<file path="src/stepper_full_step_sequencer_core_macros.svh">
// ----------------------------------------------------------------------------
// Assertion macros for the stepper sequencer core
// Shared property forms, clocked on the rising edge and held off in reset.
// ----------------------------------------------------------------------------
`ifndef STEPPER_FULL_STEP_SEQUENCER_CORE_MACROS_SVH
`define STEPPER_FULL_STEP_SEQUENCER_CORE_MACROS_SVH

// Same-cycle implication
`define STPSEQ_ASSERT_IMPLIES(label, clk, rst, ante, cons) \
   label: assert property (@(posedge clk) disable iff (rst) (ante) |-> (cons)) \
      else $error("stepper sequencer: same-cycle check failed");

// Next-cycle implication
`define STPSEQ_ASSERT_NEXT(label, clk, rst, ante, cons) \
   label: assert property (@(posedge clk) disable iff (rst) (ante) |=> (cons)) \
      else $error("stepper sequencer: next-cycle check failed");

`endif

</file>
<file path="src/stpseq_pkg.sv">
// ----------------------------------------------------------------------------
// stpseq_pkg
// Types, codes and constants shared by the stepper sequencer modules.
// ----------------------------------------------------------------------------
`timescale 1ns / 1ps

package stpseq_pkg;

   localparam int INTERVAL_BITS  = 10;
   localparam int SPEED_BITS     = 10;
   localparam int CYCLES_IN_BITS = 16;
   localparam int PHASE_BITS     = 2;
   localparam int COIL_BITS      = 4;

   localparam logic [SPEED_BITS-1:0] SPEED_CLAMP = 10'd1000;

   // input kinds carried on tuser
   localparam logic OP_TICK = 1'b0;
   localparam logic OP_RUN  = 1'b1;

   localparam logic [COIL_BITS-1:0] STEP_TABLE [4] = '{4'd9, 4'd5, 4'd6, 4'd10};

   typedef enum logic [1:0] {
      ST_IDLE,
      ST_EXEC,
      ST_DIVIDE,
      ST_OUTPUT
   } state_type;

   typedef struct packed {
      logic                     start;
      logic [INTERVAL_BITS-1:0] dividend;
      logic [SPEED_BITS-1:0]    divisor;
   } div_ctrl_type;

   typedef struct packed {
      logic                     busy;
      logic                     done;
      logic [INTERVAL_BITS-1:0] quotient;
   } div_status_type;

   // Forward order walks the table up, reverse walks it down.
   function automatic logic [COIL_BITS-1:0] pattern_at(
      input logic                  fwd,
      input logic [PHASE_BITS-1:0] ph
   );
      logic [PHASE_BITS-1:0] idx;
      idx = fwd ? ph : ~ph;
      return STEP_TABLE[idx];
   endfunction

endpackage

</file>
<file path="src/stpseq_divider.sv">
// ----------------------------------------------------------------------------
// stpseq_divider
// Restoring divider, one quotient bit per cycle through one subtractor.
// ----------------------------------------------------------------------------
`timescale 1ns / 1ps

module stpseq_divider (
   input  logic                         clock,
   input  logic                         reset,
   input  stpseq_pkg::div_ctrl_type     ctrl,
   output stpseq_pkg::div_status_type   status
);

   localparam int W        = stpseq_pkg::INTERVAL_BITS;
   localparam int CNT_BITS = $clog2(W + 1);

   logic [W-1:0]        rem_ff, rem_in;
   logic [W-1:0]        quo_ff, quo_in;
   logic [W-1:0]        dvs_ff, dvs_in;
   logic [CNT_BITS-1:0] cnt_ff, cnt_in;
   logic                busy_ff, busy_in;
   logic                done_ff, done_in;

   logic [W:0]          shifted;
   logic [W:0]          diff;
   logic                ge;

   assign shifted = {rem_ff, quo_ff[W-1]};
   assign diff    = shifted - {1'b0, dvs_ff};
   assign ge      = shifted >= {1'b0, dvs_ff};

   always_comb begin
      rem_in  = rem_ff;
      quo_in  = quo_ff;
      dvs_in  = dvs_ff;
      cnt_in  = cnt_ff;
      busy_in = busy_ff;
      done_in = 1'b0;
      if (ctrl.start) begin
         rem_in  = '0;
         quo_in  = ctrl.dividend;
         dvs_in  = W'(ctrl.divisor);
         cnt_in  = CNT_BITS'(W);
         busy_in = 1'b1;
      end else if (busy_ff) begin
         // remainder stays below the divisor, so the top bit drops
         rem_in = ge ? diff[W-1:0] : shifted[W-1:0];
         quo_in = {quo_ff[W-2:0], ge};
         cnt_in = cnt_ff - CNT_BITS'(1);
         if (cnt_ff == CNT_BITS'(1)) begin
            busy_in = 1'b0;
            done_in = 1'b1;
         end
      end
   end

   always_ff @(posedge clock) begin
      rem_ff <= rem_in;
      quo_ff <= quo_in;
      dvs_ff <= dvs_in;
      cnt_ff <= cnt_in;
      if (reset) begin
         busy_ff <= 1'b0;
         done_ff <= 1'b0;
      end else begin
         busy_ff <= busy_in;
         done_ff <= done_in;
      end
   end

   assign status.busy     = busy_ff;
   assign status.done     = done_ff;
   assign status.quotient = quo_ff;

endmodule

</file>
<file path="src/stepper_full_step_sequencer_core.sv">
// ----------------------------------------------------------------------------
// stepper_full_step_sequencer_core
// Full-step sequencer for four coil lines, driven by run commands and ticks.
// ----------------------------------------------------------------------------
// Usage:
//   req_* carries one transaction per command or millisecond tick; tuser
//   selects the kind (0 tick, 1 run command). rsp_* returns exactly one
//   transaction per request: coil drive, busy flag and command-loaded flag.
//   A run command is loaded only while idle with nonzero speed and cycles;
//   its interval TICKS_PER_SECOND / min(speed, 1000) comes from a restoring
//   divider that yields one quotient bit per cycle.
//   An accepted request passes through ST_EXEC and, for a loaded command,
//   through ST_DIVIDE while the divider runs; ST_OUTPUT then fills the
//   output register behind rsp_tvalid. The block takes one request at a
//   time, so a loaded command holds off the next one until the divider
//   is done. req_tready rises again once the result sits in the output register,
//   even while rsp_tready is low; a further result waits until that register is taken.
//   Reset (synchronous) clears the phase, the cycle count and the coils
//   and drops any pending response.
// ----------------------------------------------------------------------------
`timescale 1ns / 1ps

`include "stepper_full_step_sequencer_core_macros.svh"

module stepper_full_step_sequencer_core #(
   parameter int TICKS_PER_SECOND = 1000,
   parameter int CYCLE_COUNT_BITS = 16
) (
   input  logic        clock,
   input  logic        reset,
   input  logic        req_tvalid,
   output logic        req_tready,
   // [0] direction, [10:1] speed, [26:11] cycles, [31:27] zero
   input  logic [31:0] req_tdata,
   // [0] operation
   input  logic        req_tuser,
   output logic        rsp_tvalid,
   input  logic        rsp_tready,
   // [3:0] coil_pattern, [4] busy_res, [5] accepted, [7:6] zero
   output logic [7:0]  rsp_tdata
);

   localparam int IW      = stpseq_pkg::INTERVAL_BITS;
   localparam int SW      = stpseq_pkg::SPEED_BITS;
   localparam int PW      = stpseq_pkg::PHASE_BITS;
   localparam int CW      = stpseq_pkg::COIL_BITS;
   localparam int CIN     = stpseq_pkg::CYCLES_IN_BITS;
   localparam int CCB     = CYCLE_COUNT_BITS;
   localparam int CYC_EXT = (CCB > CIN) ? CCB : CIN;

   stpseq_pkg::state_type state_ff, state_in;

   // captured request
   logic           op_ff, op_in;
   logic           dir_ff, dir_in;
   logic [SW-1:0]  speed_ff, speed_in;
   logic [CCB-1:0] cycles_ff, cycles_in;

   // sequencer state
   logic [PW-1:0]  phase_ff, phase_in;
   logic [CCB-1:0] remaining_ff, remaining_in;
   logic           run_dir_ff, run_dir_in;
   logic [IW-1:0]  interval_ff, interval_in;
   logic [IW-1:0]  countdown_ff, countdown_in;
   logic [CW-1:0]  coil_ff, coil_in;
   logic           accepted_ff, accepted_in;

   logic           rsp_tvalid_ff, rsp_tvalid_in;
   logic [7:0]     rsp_tdata_ff, rsp_tdata_in;

   // FSM outputs
   logic           capture;
   logic           do_tick;
   logic           do_load;
   logic           set_rsp;
   logic           clr_accepted;

   logic                       cmd_ok;
   logic                       slot_free;
   logic [CYC_EXT-1:0]         cyc_wide;
   logic [SW-1:0]              divisor;
   logic [IW-1:0]              iv;
   logic [PW-1:0]              ph_next;
   logic [CCB-1:0]             rem_dec;
   stpseq_pkg::div_ctrl_type   div_ctrl;
   stpseq_pkg::div_status_type div_stat;

   assign cyc_wide  = CYC_EXT'(req_tdata[26:11]);
   assign cmd_ok    = (op_ff == stpseq_pkg::OP_RUN) && (remaining_ff == '0)
                      && (speed_ff != '0) && (cycles_ff != '0);
   assign slot_free = !rsp_tvalid_ff || rsp_tready;
   assign divisor   = (speed_ff > stpseq_pkg::SPEED_CLAMP) ? stpseq_pkg::SPEED_CLAMP
                                                           : speed_ff;
   assign iv        = (div_stat.quotient == '0) ? IW'(1) : div_stat.quotient;
   assign ph_next   = phase_ff + PW'(1);
   assign rem_dec   = remaining_ff - CCB'(1);

   assign div_ctrl.start    = do_load ? 1'b0 : (state_ff == stpseq_pkg::ST_EXEC) && cmd_ok;
   assign div_ctrl.dividend = IW'(TICKS_PER_SECOND);
   assign div_ctrl.divisor  = divisor;

   stpseq_divider u_divider (
      .clock  (clock),
      .reset  (reset),
      .ctrl   (div_ctrl),
      .status (div_stat)
   );

   // next state
   always_comb begin
      state_in = state_ff;
      unique case (state_ff)
         stpseq_pkg::ST_IDLE: begin
            if (req_tvalid) state_in = stpseq_pkg::ST_EXEC;
         end
         stpseq_pkg::ST_EXEC: begin
            state_in = cmd_ok ? stpseq_pkg::ST_DIVIDE : stpseq_pkg::ST_OUTPUT;
         end
         stpseq_pkg::ST_DIVIDE: begin
            if (div_stat.done) state_in = stpseq_pkg::ST_OUTPUT;
         end
         stpseq_pkg::ST_OUTPUT: begin
            if (slot_free) state_in = stpseq_pkg::ST_IDLE;
         end
         default: state_in = stpseq_pkg::ST_IDLE;
      endcase
   end

   // FSM outputs
   always_comb begin
      req_tready   = 1'b0;
      capture      = 1'b0;
      do_tick      = 1'b0;
      do_load      = 1'b0;
      set_rsp      = 1'b0;
      clr_accepted = 1'b0;
      unique case (state_ff)
         stpseq_pkg::ST_IDLE: begin
            req_tready = 1'b1;
            capture    = req_tvalid;
         end
         stpseq_pkg::ST_EXEC: begin
            clr_accepted = 1'b1;
            do_tick      = (op_ff == stpseq_pkg::OP_TICK) && (remaining_ff != '0);
         end
         stpseq_pkg::ST_DIVIDE: begin
            do_load = div_stat.done;
         end
         stpseq_pkg::ST_OUTPUT: begin
            set_rsp = slot_free;
         end
         default: ;
      endcase
   end

   // datapath
   always_comb begin
      op_in        = op_ff;
      dir_in       = dir_ff;
      speed_in     = speed_ff;
      cycles_in    = cycles_ff;
      phase_in     = phase_ff;
      remaining_in = remaining_ff;
      run_dir_in   = run_dir_ff;
      interval_in  = interval_ff;
      countdown_in = countdown_ff;
      coil_in      = coil_ff;
      accepted_in  = accepted_ff;

      if (capture) begin
         op_in     = req_tuser;
         dir_in    = req_tdata[0];
         speed_in  = req_tdata[10:1];
         cycles_in = cyc_wide[CCB-1:0];
      end

      if (clr_accepted) accepted_in = 1'b0;

      if (do_tick) begin
         if (countdown_ff > IW'(1)) begin
            countdown_in = countdown_ff - IW'(1);
         end else begin
            phase_in     = ph_next;
            coil_in      = stpseq_pkg::pattern_at(run_dir_ff, ph_next);
            countdown_in = interval_ff;
            if (ph_next == '0) begin
               remaining_in = rem_dec;
               // last cycle used up: coils off
               if (rem_dec == '0) begin
                  coil_in      = '0;
                  countdown_in = '0;
               end
            end
         end
      end

      if (do_load) begin
         remaining_in = cycles_ff;
         run_dir_in   = dir_ff;
         interval_in  = iv;
         countdown_in = iv;
         coil_in      = stpseq_pkg::pattern_at(dir_ff, phase_ff);
         accepted_in  = 1'b1;
      end
   end

   // output register
   always_comb begin
      rsp_tdata_in  = rsp_tdata_ff;
      rsp_tvalid_in = rsp_tvalid_ff;
      if (rsp_tready) rsp_tvalid_in = 1'b0;
      if (set_rsp) begin
         rsp_tvalid_in = 1'b1;
         rsp_tdata_in  = {2'b00, accepted_ff, (remaining_ff != '0), coil_ff};
      end
   end

   always_ff @(posedge clock) begin
      op_ff        <= op_in;
      dir_ff       <= dir_in;
      speed_ff     <= speed_in;
      cycles_ff    <= cycles_in;
      rsp_tdata_ff <= rsp_tdata_in;
      if (reset) begin
         state_ff      <= stpseq_pkg::ST_IDLE;
         phase_ff      <= '0;
         remaining_ff  <= '0;
         run_dir_ff    <= 1'b0;
         interval_ff   <= '0;
         countdown_ff  <= '0;
         coil_ff       <= '0;
         accepted_ff   <= 1'b0;
         rsp_tvalid_ff <= 1'b0;
      end else begin
         state_ff      <= state_in;
         phase_ff      <= phase_in;
         remaining_ff  <= remaining_in;
         run_dir_ff    <= run_dir_in;
         interval_ff   <= interval_in;
         countdown_ff  <= countdown_in;
         coil_ff       <= coil_in;
         accepted_ff   <= accepted_in;
         rsp_tvalid_ff <= rsp_tvalid_in;
      end
   end

   assign rsp_tvalid = rsp_tvalid_ff;
   assign rsp_tdata  = rsp_tdata_ff;

   `STPSEQ_ASSERT_IMPLIES(a_coils_off_when_idle, clock, reset,
      remaining_ff == '0, coil_ff == '0)
   `STPSEQ_ASSERT_IMPLIES(a_divider_only_in_divide, clock, reset,
      div_stat.busy || div_stat.done, state_ff == stpseq_pkg::ST_DIVIDE)
   `STPSEQ_ASSERT_IMPLIES(a_loaded_means_busy, clock, reset,
      rsp_tvalid_ff && rsp_tdata_ff[5], rsp_tdata_ff[4])
   `STPSEQ_ASSERT_NEXT(a_load_leads_to_output, clock, reset,
      do_load, state_ff == stpseq_pkg::ST_OUTPUT && accepted_ff)

endmodule
</file>
<file path="config.mk">
export PLATFORM = sky130hd
export DESIGN_NAME = stepper_full_step_sequencer_core
export DESIGN_NICKNAME = d
export VERILOG_FILES = /design/src/stpseq_pkg.sv /design/src/stpseq_divider.sv /design/src/stepper_full_step_sequencer_core.sv
export VERILOG_INCLUDE_DIRS = /design/src /design/src/src
export SDC_FILE = /design/constraint.sdc
export NUM_CORES = 1
export LEC_CHECK = 0
export ABC_AREA = 1
export BUFFER_PORTS_ARGS = -buffer_cell sky130_fd_sc_hd__clkbuf_2
export CAP_MARGIN = 30
export CORE_MARGIN = 2
export CORE_UTILIZATION = 30
export DETAILED_ROUTE_END_ITERATION = 10
export SYNTH_ARGS = -nofsm -noshare
export SYNTH_HDL_FRONTEND = slang
export SYNTH_HIERARCHICAL = 1
export SYNTH_SLANG_ARGS = --single-unit
</file>
<file path="constraint.sdc">
create_clock -name clock -period 5.7 [get_ports clock]
set_clock_uncertainty 0.15 [all_clocks]
set_input_delay 0.285 -clock clock [delete_from_list [all_inputs] [get_ports clock]]
set_output_delay 0.285 -clock clock [all_outputs]
set_load 0.05 [all_outputs]
</file>
==> reports/metrics.yaml <==
slowest_stage: "inv_1"
grt_overflow: 0
drv_slew: 0
power.share.clock: 0.348
cts_setup_buffers: 0
timing.fmax_mhz: 327.6
core_area_um2: 20960
clockBufferDepth: 2
synth_warnings: 6
dieArea_um2: 22450
hp-class: "input pin to register"
crit_type: "register to register"
peakVddDrop_uv: 227.2
power.density_nw_per_um2: 376.5
crit_top_cell: "inv_1"
die_w_um: 149.8
p_comb_frac: 0.255
synth.avg_cell_area_um2: 7.888
syn_to_final_growth_pct: 19.96
io_pins: 47
worstSkewPairLatency_ns: 0.42
rsz0062_at_grt: "false"
p_leak_nw: 3.420
hold_viol: 0
antenna_cells: 0
initial_core_util: 0.3045
htree_levels: 4
grt_max_degree: 45
path_clk_slew_ns: 0.06
final-setup-viol-count: 0
viasPerCell: 4.501
fin_crit_sh: 0.5355
routedWlPerCell_um: 12.24
final_nets: 939
crit_arrival_ns: 2.95
regArea_um2: 2883
fp-row-count: 53
io_buffers: 39
wl_um: 14300
grt_pass1_wl_um: 24110
drc: 0
cp-start-kind: "register"
dr.pass1.iters: 5
crit_chain: "inv_1 -> ha_1 -> nand2_4 -> nor2_4 -> nand2_1 -> nor2_1 -> nand3_1 -> nor4_2 -> buf_4 -> nor2_2 -> inv_1"
dpl.hpwl_um: 9970
cts.sinks: 117
die_h_um: 149.8
power_frac_seq: 0.398
worst_pin_slew_ns: 0.7505
swShare: 0.3365
required_ns: 5.60
cts_tree: "yes"
grt_pass1_vias: 5047
slowest_delay_ns: 0.43
numCtsBuffers: 17
n_fill_cell: 2192
internal-power_mw: 1.912
grt_usage: 0.1364
routed-via-count: 5257
place.gp.congestion: 0.8437
crit_path_end_kind: "register"
max_cap_violations: 0
syn-cell-area_um2: 6381
switchingPower_mw: 0.9699
drive_above_1_share: 0.1389
ant_nets: 0
multi_input_area_um2: 2933
cts-resized-gates: 0
antenna_found_initial: 0
setup_total_negative_slack_ns: 0
ctsRootBufferMaster: "clkbuf_16"
detail_route.iter0.violations: 346
path_max_fanout: 26
power_mw: 2.882
synth_cells: 809
outcome: "complete, no violations"
final.min_clock_period_ns: 3.052
relSlewSlack: 0.4978
## worst max-delay path: cells and delay by family (launching register included)
family        cells  cell delay (ns)
fa+ha+maj         1             0.24
buf+inv           3             0.88
simple gates      7             1.08
flops             1             0.33
## placed cells by master, fill, tap and decap left out, types with 11 or more instances in the layout
master           n
o21ai_0         48
clkbuf_16       17
nand4_1         21
ha_1            21
inv_1          112
nand2_1        195
edfxtp_1        54
nand3_1         45
clkbuf_2        39
dlygate4sd3_1   28
a21oi_1         42
nor2_1          72
nand2_2         11
nor2_2          12
conb_1          12
dfxtp_1         63
## worst paths after layout
kind	start	to	slack, ns	depth (start not counted)
worst max register to register	remaining_ff[0]$_SDFFE_PP0P_	u_divider/quo_ff[1]$_DFFE_PP_	2.65	11
worst min-delay path	rsp_tready	rsp_tvalid$_SDFFE_PP0P_	0.02	4
worst min register to register	coil_ff[1]$_SDFFE_PP0P_	rsp_tdata[1]$_DFFE_PP_	0.28	0
worst max-delay path	remaining_ff[0]$_SDFFE_PP0P_	u_divider/quo_ff[1]$_DFFE_PP_	2.65	11
## power groups by stage
stage / sequential, mW / clock (mW) / combinational [mW]
after floorplan: 1.15 / 0 / 0.564
after global placement: 1.16 / 0 / 0.703
after detailed placement: 1.16 / 0 / 0.716
after CTS: 1.15 / 1.03 / 0.738
after global routing: 1.16 / 1.06 / 0.839
final: 1.15 / 1.00 / 0.734
## area by class of cell
class | instances | share of cell area
multi-input combinational | 559 | 0.3831
sequential | 117 | 0.3766
timing repair buffer | 72 | 0.06702
clock buffer | 18 | 0.05606
inverter | 113 | 0.05606
tap | 275 | 0.04495
clock inverter | 14 | 0.01618
## metrics by stage
| step | worst slack, ns | instance area [um^2] | hold slack (ns) | utilization | cells |
|---|---|---|---|---|---|
| after global placement | 2.674 | 6822 | 0.2639 | 0.3255 | 1108 |
| final | 2.648 | 7655 | 0.02258 | 0.3653 | 1168 |
| after global routing | 2.390 | 7655 | 0.04698 | 0.3653 | 1168 |
| after detailed placement | 2.651 | 6822 | 0.2650 | 0.3255 | 1108 |
| after CTS | 2.639 | 7655 | 0.01443 | 0.3653 | 1168 |
| after floorplan | 2.110 | 6419 | 0.2044 | - | 819 |
## timing repair
| action | 4_1_cts | 5_1_grt |
|---|---|---|
| setup endpoints to repair | 0 | 0 |
| hold endpoints to repair | 28 | 0 |
| hold buffers | 28 | 0 |
## flip-flops by register name, summed over array words and instances (netlist names)
signal and count:
coil_ff 4, rsp_tvalid 1, phase_ff 2, u_divider/dvs_ff 10, speed_ff 10, state_ff 2
accepted_ff 1, op_ff 1, run_dir_ff 1, u_divider/rem_ff 10, rsp_tdata 6, cycles_ff 16
u_divider/busy_ff 1, interval_ff 10, u_divider/quo_ff 10, remaining_ff 16, dir_ff 1, countdown_ff 10
u_divider/done_ff 1, u_divider/cnt_ff 4
## routing by layer
metal / part of all wire / GRT usage / up-vias
met4: 0.013 / 0.04670 / 0
met1: 0.47 / 0.1734 / 2376
met2: 0.48 / 0.2297 / 89
li1: - / - / 2776
met3: 0.035 / 0.02866 / 16
met5: 0 / 0 / -
(Power assumes the default switching activity.)
